==> src/rtl/core/dewd_pkg.sv <==
// Shared types, constants and helper functions of the detector event word decoder.
package dewd_pkg;

   localparam int WORD_BITS = 24;
   localparam int FLD_BITS  = 11;
   localparam int OUT_BITS  = WORD_BITS + 1;
   localparam int TIME_BITS = 64;
   localparam int CSR_DATA_BITS = 32;
   localparam int CSR_ADDR_BITS = 5;

   // Bit layout of a field descriptor register.
   localparam int FLD_EN_BIT  = 10;
   localparam int FLD_LEN_MSB = 9;
   localparam int FLD_LEN_LSB = 5;
   localparam int FLD_POS_MSB = 4;
   localparam int FLD_POS_LSB = 0;

   // Division by six as a multiply by a rounded-up reciprocal and a shift.
   localparam int DIV6_SHIFT = WORD_BITS + 2;
   localparam longint DIV6_MULT_L = ((longint'(1) <<< DIV6_SHIFT) + 5) / 6;
   localparam logic [WORD_BITS-1:0] DIV6_MULT = WORD_BITS'(DIV6_MULT_L);
   localparam int PROD_BITS = 2 * WORD_BITS;

   localparam logic [7:0] ANODE_UNKNOWN = 8'd255;
   localparam logic [7:0] ANODE_PROPANE = 8'd40;
   localparam logic [7:0] ANODE_TABLE [6] = '{8'd10, 8'd11, 8'd20, 8'd21, 8'd30, 8'd31};

   localparam logic signed [OUT_BITS-1:0] NULL_DEFAULT = OUT_BITS'(255);
   localparam logic signed [OUT_BITS-1:0] NULL_FLAGGED = -OUT_BITS'(999);

   typedef enum logic [2:0] {
      CSR_EVENT_MASK     = 3'd0,
      CSR_CHANNEL_FIELD  = 3'd1,
      CSR_DETECTOR_FIELD = 3'd2,
      CSR_ANODE_FIELD    = 3'd3,
      CSR_COMBINED_FIELD = 3'd4,
      CSR_PROPANE_FIELD  = 3'd5,
      CSR_NULL_STYLE     = 3'd6
   } csr_index_type;

   typedef struct packed {
      logic [WORD_BITS-1:0] event_mask;
      logic [FLD_BITS-1:0]  channel_field;
      logic [FLD_BITS-1:0]  detector_field;
      logic [FLD_BITS-1:0]  anode_onehot_field;
      logic [FLD_BITS-1:0]  combined_field;
      logic [FLD_BITS-1:0]  propane_field;
      logic                 null_style;
   } cfg_type;

   // Pulls one bit field out of the word; bits past the word read as zero.
   function automatic logic [WORD_BITS-1:0] fld_extract(
      input logic [WORD_BITS-1:0] word,
      input logic [FLD_BITS-1:0]  fld
   );
      logic [WORD_BITS-1:0] shifted;
      logic [31:0]          mask;
      shifted = word >> fld[FLD_POS_MSB:FLD_POS_LSB];
      mask    = (32'd1 << fld[FLD_LEN_MSB:FLD_LEN_LSB]) - 32'd1;
      return shifted & mask[WORD_BITS-1:0];
   endfunction

   function automatic logic [7:0] onehot_code(input logic [WORD_BITS-1:0] v);
      logic [7:0] code;
      case (v)
         WORD_BITS'(1):  code = ANODE_TABLE[0];
         WORD_BITS'(2):  code = ANODE_TABLE[1];
         WORD_BITS'(4):  code = ANODE_TABLE[2];
         WORD_BITS'(8):  code = ANODE_TABLE[3];
         WORD_BITS'(16): code = ANODE_TABLE[4];
         WORD_BITS'(32): code = ANODE_TABLE[5];
         default:        code = ANODE_UNKNOWN;
      endcase
      return code;
   endfunction

endpackage

==> src/rtl/core/dewd_csr.sv <==
// Configuration register file of the detector event word decoder.
module dewd_csr (
   input  logic                                  clock,
   input  logic                                  reset,
   input  logic                                  csr_psel,
   input  logic                                  csr_penable,
   input  logic                                  csr_pwrite,
   input  logic [dewd_pkg::CSR_ADDR_BITS-1:0]    csr_paddr,
   input  logic [dewd_pkg::CSR_DATA_BITS-1:0]    csr_pwdata,
   output logic [dewd_pkg::CSR_DATA_BITS-1:0]    csr_prdata,
   output logic                                  csr_pready,
   output dewd_pkg::cfg_type                     cfg
);

   dewd_pkg::cfg_type       cfg_ff;
   dewd_pkg::cfg_type       cfg_in;
   dewd_pkg::csr_index_type index;
   logic                    wr_en;

   assign index      = dewd_pkg::csr_index_type'(csr_paddr[dewd_pkg::CSR_ADDR_BITS-1:2]);
   assign wr_en      = csr_psel & csr_penable & csr_pwrite;
   assign csr_pready = 1'b1;
   assign cfg        = cfg_ff;

   always_comb begin
      cfg_in = cfg_ff;
      if (wr_en) begin
         case (index)
            dewd_pkg::CSR_EVENT_MASK:
               cfg_in.event_mask = csr_pwdata[dewd_pkg::WORD_BITS-1:0];
            dewd_pkg::CSR_CHANNEL_FIELD:
               cfg_in.channel_field = csr_pwdata[dewd_pkg::FLD_BITS-1:0];
            dewd_pkg::CSR_DETECTOR_FIELD:
               cfg_in.detector_field = csr_pwdata[dewd_pkg::FLD_BITS-1:0];
            dewd_pkg::CSR_ANODE_FIELD:
               cfg_in.anode_onehot_field = csr_pwdata[dewd_pkg::FLD_BITS-1:0];
            dewd_pkg::CSR_COMBINED_FIELD:
               cfg_in.combined_field = csr_pwdata[dewd_pkg::FLD_BITS-1:0];
            dewd_pkg::CSR_PROPANE_FIELD:
               cfg_in.propane_field = csr_pwdata[dewd_pkg::FLD_BITS-1:0];
            dewd_pkg::CSR_NULL_STYLE:
               cfg_in.null_style = csr_pwdata[0];
            default: ;
         endcase
      end
   end

   always_comb begin
      case (index)
         dewd_pkg::CSR_EVENT_MASK:
            csr_prdata = dewd_pkg::CSR_DATA_BITS'(cfg_ff.event_mask);
         dewd_pkg::CSR_CHANNEL_FIELD:
            csr_prdata = dewd_pkg::CSR_DATA_BITS'(cfg_ff.channel_field);
         dewd_pkg::CSR_DETECTOR_FIELD:
            csr_prdata = dewd_pkg::CSR_DATA_BITS'(cfg_ff.detector_field);
         dewd_pkg::CSR_ANODE_FIELD:
            csr_prdata = dewd_pkg::CSR_DATA_BITS'(cfg_ff.anode_onehot_field);
         dewd_pkg::CSR_COMBINED_FIELD:
            csr_prdata = dewd_pkg::CSR_DATA_BITS'(cfg_ff.combined_field);
         dewd_pkg::CSR_PROPANE_FIELD:
            csr_prdata = dewd_pkg::CSR_DATA_BITS'(cfg_ff.propane_field);
         dewd_pkg::CSR_NULL_STYLE:
            csr_prdata = dewd_pkg::CSR_DATA_BITS'(cfg_ff.null_style);
         default:
            csr_prdata = '0;
      endcase
   end

   always_ff @(posedge clock) begin
      if (reset) begin
         cfg_ff <= '0;
      end else begin
         cfg_ff <= cfg_in;
      end
   end

endmodule

==> src/rtl/core/detector_event_word_decoder.sv <==
// Top level of the detector event word decoder: register file and three-stage decode pipeline.
//
// Items enter on the req_ channel (timestamp and raw event word) and leave on the
// rsp_ channel, both valid/ready. An item whose word ANDed with event_mask is zero
// is dropped at the first stage and gives no result; every other item gives one.
// An item passes three register stages before rsp_valid rises: stage one registers
// the extracted bit fields, stage two registers the one-hot anode code and the product
// of the combined field with the reciprocal of six, and stage three forms the
// quotient, remainder and final field selection into the output register.
// Throughput is one item per cycle while the receiver keeps rsp_ready high; the 24 by
// 24 bit reciprocal multiplier sets the depth of the middle stage. When the receiver
// holds rsp_ready low the stages fill from the output backward and req_ready falls
// once all three are full; no item is lost or repeated. Synchronous reset empties the
// pipeline and clears all configuration registers to zero. The user must write the
// configuration through the csr_ port only while no item is in flight; the block does
// not enforce this. pready is always high.
module detector_event_word_decoder (
   input  logic                                       clock,
   input  logic                                       reset,
   input  logic                                       req_valid,
   output logic                                       req_ready,
   input  logic [dewd_pkg::TIME_BITS-1:0]             req_event_time,
   input  logic [dewd_pkg::WORD_BITS-1:0]             req_event_word,
   output logic                                       rsp_valid,
   input  logic                                       rsp_ready,
   output logic [dewd_pkg::TIME_BITS-1:0]             rsp_out_time,
   output logic [dewd_pkg::WORD_BITS-1:0]             rsp_out_word,
   output logic signed [dewd_pkg::OUT_BITS-1:0]       rsp_detector_id,
   output logic [7:0]                                 rsp_anode_id,
   output logic signed [dewd_pkg::OUT_BITS-1:0]       rsp_pulse_height,
   output logic [dewd_pkg::WORD_BITS-1:0]             rsp_propane_hit,
   input  logic                                       csr_psel,
   input  logic                                       csr_penable,
   input  logic                                       csr_pwrite,
   input  logic [dewd_pkg::CSR_ADDR_BITS-1:0]         csr_paddr,
   input  logic [dewd_pkg::CSR_DATA_BITS-1:0]         csr_pwdata,
   output logic [dewd_pkg::CSR_DATA_BITS-1:0]         csr_prdata,
   output logic                                       csr_pready
);

   localparam int W = dewd_pkg::WORD_BITS;
   localparam int O = dewd_pkg::OUT_BITS;
   localparam int T = dewd_pkg::TIME_BITS;
   localparam int P = dewd_pkg::PROD_BITS;
   localparam int S = dewd_pkg::DIV6_SHIFT;
   localparam int E = dewd_pkg::FLD_EN_BIT;

   dewd_pkg::cfg_type cfg;

   dewd_csr u_csr (
      .clock       (clock),
      .reset       (reset),
      .csr_psel    (csr_psel),
      .csr_penable (csr_penable),
      .csr_pwrite  (csr_pwrite),
      .csr_paddr   (csr_paddr),
      .csr_pwdata  (csr_pwdata),
      .csr_prdata  (csr_prdata),
      .csr_pready  (csr_pready),
      .cfg         (cfg)
   );

   // Stage registers.
   logic         s1_valid_ff, s1_valid_in;
   logic [T-1:0] s1_time_ff;
   logic [W-1:0] s1_word_ff, s1_det_ff, s1_onehot_ff, s1_chan_ff, s1_comb_ff, s1_prop_ff;

   logic         s2_valid_ff, s2_valid_in;
   logic [T-1:0] s2_time_ff;
   logic [W-1:0] s2_word_ff, s2_det_ff, s2_chan_ff, s2_comb_ff, s2_prop_ff;
   logic [7:0]   s2_anode_ff;
   logic [P-1:0] s2_prod_ff;

   logic         rsp_valid_ff, rsp_valid_in;
   logic [T-1:0] rsp_time_ff;
   logic [W-1:0] rsp_word_ff, rsp_prop_ff;
   logic [O-1:0] rsp_det_ff, rsp_det_in, rsp_pha_ff, rsp_pha_in;
   logic [7:0]   rsp_anode_ff, rsp_anode_in;

   logic         s1_ready, s2_ready, s3_ready;
   logic         req_fire, keep;

   logic [W-1:0] quot;
   logic [W-1:0] quot6;
   logic [2:0]   rem;
   logic [O-1:0] null_value;

   assign s3_ready  = ~rsp_valid_ff | rsp_ready;
   assign s2_ready  = ~s2_valid_ff | s3_ready;
   assign s1_ready  = ~s1_valid_ff | s2_ready;
   assign req_ready = s1_ready;
   assign req_fire  = req_valid & s1_ready;
   assign keep      = (req_event_word & cfg.event_mask) != '0;

   assign s1_valid_in  = s1_ready ? (req_fire & keep) : s1_valid_ff;
   assign s2_valid_in  = s2_ready ? s1_valid_ff : s2_valid_ff;
   assign rsp_valid_in = s3_ready ? s2_valid_ff : rsp_valid_ff;

   always_ff @(posedge clock) begin
      if (reset) begin
         s1_valid_ff  <= 1'b0;
         s2_valid_ff  <= 1'b0;
         rsp_valid_ff <= 1'b0;
      end else begin
         s1_valid_ff  <= s1_valid_in;
         s2_valid_ff  <= s2_valid_in;
         rsp_valid_ff <= rsp_valid_in;
      end
   end

   // Stage one: bit field extraction. A disabled propane field is zeroed here.
   always_ff @(posedge clock) begin
      if (s1_ready) begin
         s1_time_ff   <= req_event_time;
         s1_word_ff   <= req_event_word;
         s1_det_ff    <= dewd_pkg::fld_extract(req_event_word, cfg.detector_field);
         s1_onehot_ff <= dewd_pkg::fld_extract(req_event_word, cfg.anode_onehot_field);
         s1_chan_ff   <= dewd_pkg::fld_extract(req_event_word, cfg.channel_field);
         s1_comb_ff   <= dewd_pkg::fld_extract(req_event_word, cfg.combined_field);
         s1_prop_ff   <= cfg.propane_field[E] ?
                         dewd_pkg::fld_extract(req_event_word, cfg.propane_field) : '0;
      end
   end

   // Stage two: one-hot anode code and reciprocal multiply of the combined field.
   always_ff @(posedge clock) begin
      if (s2_ready) begin
         s2_time_ff  <= s1_time_ff;
         s2_word_ff  <= s1_word_ff;
         s2_det_ff   <= s1_det_ff;
         s2_chan_ff  <= s1_chan_ff;
         s2_comb_ff  <= s1_comb_ff;
         s2_prop_ff  <= s1_prop_ff;
         s2_anode_ff <= cfg.anode_onehot_field[E] ?
                        dewd_pkg::onehot_code(s1_onehot_ff) : dewd_pkg::ANODE_UNKNOWN;
         s2_prod_ff  <= P'(s1_comb_ff) * P'(dewd_pkg::DIV6_MULT);
      end
   end

   // Stage three: quotient and remainder by six, then the field priority.
   assign quot  = W'(s2_prod_ff[P-1:S]);
   assign quot6 = (quot << 2) + (quot << 1);
   assign rem   = 3'(s2_comb_ff - quot6);
   assign null_value = cfg.null_style ? dewd_pkg::NULL_FLAGGED : dewd_pkg::NULL_DEFAULT;

   always_comb begin
      rsp_det_in   = null_value;
      rsp_anode_in = s2_anode_ff;
      if (cfg.detector_field[E]) begin
         rsp_det_in = O'(s2_det_ff);
      end
      if (cfg.combined_field[E]) begin
         rsp_det_in = O'(quot);
         case (rem)
            3'd0:    rsp_anode_in = dewd_pkg::ANODE_TABLE[0];
            3'd1:    rsp_anode_in = dewd_pkg::ANODE_TABLE[1];
            3'd2:    rsp_anode_in = dewd_pkg::ANODE_TABLE[2];
            3'd3:    rsp_anode_in = dewd_pkg::ANODE_TABLE[3];
            3'd4:    rsp_anode_in = dewd_pkg::ANODE_TABLE[4];
            3'd5:    rsp_anode_in = dewd_pkg::ANODE_TABLE[5];
            default: rsp_anode_in = dewd_pkg::ANODE_UNKNOWN;
         endcase
      end
      if (s2_prop_ff != '0) begin
         rsp_anode_in = dewd_pkg::ANODE_PROPANE;
      end
      rsp_pha_in = cfg.channel_field[E] ? O'(s2_chan_ff) : null_value;
   end

   always_ff @(posedge clock) begin
      if (s3_ready) begin
         rsp_time_ff  <= s2_time_ff;
         rsp_word_ff  <= s2_word_ff;
         rsp_prop_ff  <= s2_prop_ff;
         rsp_det_ff   <= rsp_det_in;
         rsp_anode_ff <= rsp_anode_in;
         rsp_pha_ff   <= rsp_pha_in;
      end
   end

   assign rsp_valid        = rsp_valid_ff;
   assign rsp_out_time     = rsp_time_ff;
   assign rsp_out_word     = rsp_word_ff;
   assign rsp_detector_id  = rsp_det_ff;
   assign rsp_anode_id     = rsp_anode_ff;
   assign rsp_pulse_height = rsp_pha_ff;
   assign rsp_propane_hit  = rsp_prop_ff;

   // A dropped item never occupies the first stage.
   a_drop_masked: assert property (@(posedge clock) disable iff (reset)
      (req_fire && !keep) |=> !s1_valid_ff)
      else $error("masked item entered the pipeline");

   // A held middle stage keeps its item.
   a_s2_hold: assert property (@(posedge clock) disable iff (reset)
      (s2_valid_ff && !s3_ready) |=> (s2_valid_ff && $stable(s2_word_ff)))
      else $error("stalled middle stage lost its item");

   // The propane code appears only with a nonzero propane value.
   a_propane: assert property (@(posedge clock) disable iff (reset)
      (rsp_valid_ff && rsp_anode_ff == dewd_pkg::ANODE_PROPANE) |-> (rsp_prop_ff != '0))
      else $error("propane anode code without propane hit");

   // The combined remainder is always below six.
   a_rem_range: assert property (@(posedge clock) disable iff (reset)
      s2_valid_ff |-> (rem < 3'd6))
      else $error("combined field remainder out of range");

endmodule

==> config.mk <==
export PLATFORM = sky130hd
export DESIGN_NAME = detector_event_word_decoder
export DESIGN_NICKNAME = d
export VERILOG_FILES = /design/src/rtl/core/dewd_pkg.sv /design/src/rtl/core/dewd_csr.sv /design/src/rtl/core/detector_event_word_decoder.sv
export SDC_FILE = /design/constraint.sdc
export NUM_CORES = 2
export LEC_CHECK = 0
export ABC_AREA = 1
export BUFFER_PORTS_ARGS = -buffer_cell sky130_fd_sc_hd__buf_2
export CORE_ASPECT_RATIO = 1.75
export CORE_MARGIN = 10
export CORE_UTILIZATION = 50
export DETAILED_ROUTE_END_ITERATION = 12
export GPL_TIMING_DRIVEN = 0
export PLACE_DENSITY = 0.69
export SLEW_MARGIN = 20
export SYNTH_ARGS = -nofsm -noshare
export SYNTH_HDL_FRONTEND = slang
export SYNTH_SLANG_ARGS = --single-unit
==> constraint.sdc <==
create_clock -name clock -period 20.2 [get_ports clock]
set_clock_uncertainty 0.2 [all_clocks]
set_input_delay 4.04 -clock clock [delete_from_list [all_inputs] [get_ports clock]]
set_output_delay 4.04 -clock clock [all_outputs]
set_load 0.005 [all_outputs]
==> parameters.txt <==
Parameter                              Value

Logic synthesis
  Synthesized-area fraction occupied by and/or/nand/nor cells    0.152
  Yosys top cell by area    sky130_fd_sc_hd__edfxtp_1
  Cell types occupying the most area after synthesis    sky130_fd_sc_hd__edfxtp_1, sky130_fd_sc_hd__fa_1, sky130_fd_sc_hd__ha_1, sky130_fd_sc_hd__nand2_1, sky130_fd_sc_hd__inv_1
  Number of storage elements in the synthesis netlist    ~650
  Dominant combinational cell family by area after synthesis    adder cells
  Dominant synthesized flop cell    sky130_fd_sc_hd__edfxtp_1
  Post-synth design cell area    between 40000 and 50000 um^2
  Synthesized-area fraction occupied by ao, oa, aoi and oai cells    0.0992
  Xor and xnor fraction of the mapped netlist area    0.00777
  Portion of netlist area occupied by mux cells    0.0131
  Number of warnings printed during yosys synthesis    0
  Synthesized instance count    between 4k and 5k
  Avg Synthesized Cell Area    9.51 um^2
  Unique cell type count in the Yosys netlist    53
  Proportion of synthesized chip area in sequential cells    0.459
  Share of Yosys cell area claimed by the top area cell type    0.418
  Fraction of synthesis flops using an asynchronous set or reset pin    0
  Number of enable-type register cells in the synthesized netlist    between 500 and 600
  Adder and majority cell fraction of the synthesized area    0.189

Drt
  Iteration-0 DRC count of the detailed router    between 2k and 2.5k
  Highest layer used for signal routing    met5
  Number of nets with antenna violations after detailed routing    0
  Routed vias    approximately 32k
  Total DRC errors in the routed layout    0
  Met3 routed WL    around 6.5 mm
  Number of vias per cell    roughly 5.5
  Wirelength, routed    141 mm
  Metal1 wirelength    approximately 45 mm
  Final routed wire length divided by cell count    approximately 24 um
  Router iterations before antenna repair    6
  Met2 WL    approximately 75 mm

CTS
  Clock Sink Count    ~650
  TritonCTS buffer count    around 60
  Clock tree root buffer cell    sky130_fd_sc_hd__clkbuf_16
  Skew-Pair Late Insertion Delay    0.66 ns
  Post-cts resize count    0
  Maximum buffer depth of the clock tree    3
  CTS H-tree lvls    2
  Clock input transition at the sequential cells of the worst setup and hold paths    roughly 0.060 ns
  Clock tree from TritonCTS    built
  Post-CTS setup buffer count    0
  Hold_buf cts    0

Outcome
  Result of the run    complete, no violations

STA
  Max-slew violation count    0
  Worst slew margin relative to its limit    0.332
  Final Hold Viols    0
  Setup repair after global routing missed its margin    no
  Highest clock frequency the design can meet    97.0 MHz
  Tcrit/Tclk final    0.510
  Final critical-path setup slack    between 9 and 10 ns
  Final setup violation count    0
  Clock period minus worst slack    ~10 ns
  Setup total negative slack    0 ns
  Worst Max-Slew Pin Slew    around 1.0 ns

GRT
  Wire length of the first global-routing pass    a little over 200 mm
  Largest net degree at the start of global routing    97
  Number of global-route vias before repair    between 30k and 40k
  Remaining global-route overflow    0
  All-Layer GR Usage    0.298
  Initial antenna violation count    4

Floorplan
  Total Die Area    93400 um^2
  Starting density of the core    0.503
  Die H    just under 400 um
  I/O pin count    roughly 340
  Die Width    235 um
  Area of the core region    between 80000 and 90000 um^2
  Number of placement rows    138

Pwr
  Peak VDD IR    0.101 mV
  Leakage power    roughly 21 nW
  Total Power Consumption    approximately 3.0 mW
  PwrDens    around 65 nW/um^2

Critical path
  Cell-by-cell trace of the critical path    buf_2 > inv_1 > nand2_4 > nor2_1 > nand2_4 > buf_12 > buf_2
  Max stage delay on crit path    0.51 ns
  Max Fanout on Critical Path    42
  Capturing element type of the critical path    output port
  Critical path class    in2out
  Worst endpoint data arrival time    a little over 6 ns
  Crit path launch type    input pin
  Critical path data required time    15.96 ns
  Slowest CP cell    sky130_fd_sc_hd__nor2_1

Place
  # port buffers    315
  Sum of net half-perimeters after detailed placement    about 110 mm
  Routability congestion estimate from global placement    between 1 and 1.5
  Worst setup slack after placement    a little under 10 ns
  Post-placement cell area    43700 um^2

Min path
  Class of the tightest hold or removal check    reg2reg

Flow run
  Max-cap violations    0

Final layout
  Number of nets in the layout    around 5.3k
  Final design area excluding fillers    ~46000 um^2
  Area Overhead vs Synth    12.4%
  Layout cells sized above 1    0.110
==> final cells by class <==
| type | count | area, um^2 |
|---|---|---|
| diodes | 1 | 2.50 |
| plain buffers | 158 | 714 |
| clock buffers | 71 | 1530 |
| clock inverters | 37 | 334 |
| fillers | 7233 | 35000 |
| inverters | 668 | 2510 |
| multi-input cells | 2798 | 18700 |
| flip-flops and latches | 648 | 18600 |
| well taps | 1050 | 1310 |
| repair buffers | 324 | 1810 |
==> flip-flops by register name, summed over array words and instances, names as in the netlist, 25 cells and up <==
signal	cells
rsp_out_time	64
s1_time_ff	64
rsp_pulse_height	25
s2_time_ff	64
u_csr.cfg	80
rsp_detector_id	25
==> layout by cell type, fill, tap and decap left out, types with 16 or more instances in the layout <==
cell	instances
sky130_fd_sc_hd__a21oi_1	156
sky130_fd_sc_hd__nand4_1	29
sky130_fd_sc_hd__fa_1	217
sky130_fd_sc_hd__a31oi_1	16
sky130_fd_sc_hd__buf_2	358
sky130_fd_sc_hd__inv_1	648
sky130_fd_sc_hd__o22ai_1	27
sky130_fd_sc_hd__edfxtp_1	565
sky130_fd_sc_hd__dfxtp_1	83
sky130_fd_sc_hd__o21ai_0	349
sky130_fd_sc_hd__a211oi_1	76
sky130_fd_sc_hd__nor4_1	26
sky130_fd_sc_hd__o211ai_1	29
sky130_fd_sc_hd__nor3_1	60
sky130_fd_sc_hd__ha_1	265
sky130_fd_sc_hd__nand2_1	835
sky130_fd_sc_hd__clkbuf_1	104
sky130_fd_sc_hd__nand3_1	110
sky130_fd_sc_hd__mux2i_1	53
sky130_fd_sc_hd__clkbuf_16	59
sky130_fd_sc_hd__xor2_1	24
sky130_fd_sc_hd__nor2_1	413
==> through the flow <==
step / std cells / utilization / hold slack [ns]
after floorplan: 4272 / - / 0.200
after global placement: 5637 / 0.539 / 0.200
after detailed placement: 5646 / 0.542 / 0.205
after CTS: 5754 / 0.565 / 0.211
after global routing: 5755 / 0.565 / 0.213
final: 5755 / 0.565 / 0.214
==> cell families (layout without fill, tap and decap cells) <==
kind of cell,count (synthesis),after routing
and+or+nand+nor,1512,1512
buffers and inverters,826,1258
AOI/OAI and AO/OA,706,706
DFF,648,648
adders and majority gates,482,482
muxes,53,53
xor gates and xnor gates,36,36
other,2,10
==> critical path, delay by kind of cell <==
family,cells,cell delay (ns)
buffers and inverters,4,0.70
and+or+nand+nor,3,1.23
==> report_power, final <==
group,switching (mW),leakage (nW),internal [mW]
registers,0.0215,7.05,1.50
clock network,0.509,0.912,0.586
logic,0.246,13.1,0.120
total,0.776,21.1,2.20
==> cell usage after synthesis, drive strengths merged, types with 66 or more instances <==
cell type / n
inv: 664
nor2: 424
ha: 265
o21ai: 351
nand3: 110
nand2: 838
dfxtp: 83
clkbuf: 93
a21oi: 156
fa: 217
edfxtp: 565
nor3: 66
a211oi: 79
==> worst paths after layout <==
kind	from	endpoint	slack, ns	cells after the start
worst max-delay path	rsp_ready	req_ready	9.89	7
worst min-delay path	s2_word_ff[13]	rsp_out_word[13]	0.21	0
worst max register to register	s1_comb_ff[1]	s2_prod_ff[27]	12.98	20
worst min register to register	s2_word_ff[13]	rsp_out_word[13]	0.21	0
==> routing by layer <==
layer | global-route usage | vias up
met5 | 0 | -
met3 | 0.0377 | 494
met4 | 0.260 | 6
met1 | 0.282 | 15044
li1 | - | 14975
met2 | 0.556 | 1166
No activity file was read; power rests on OpenSTA's default activity.
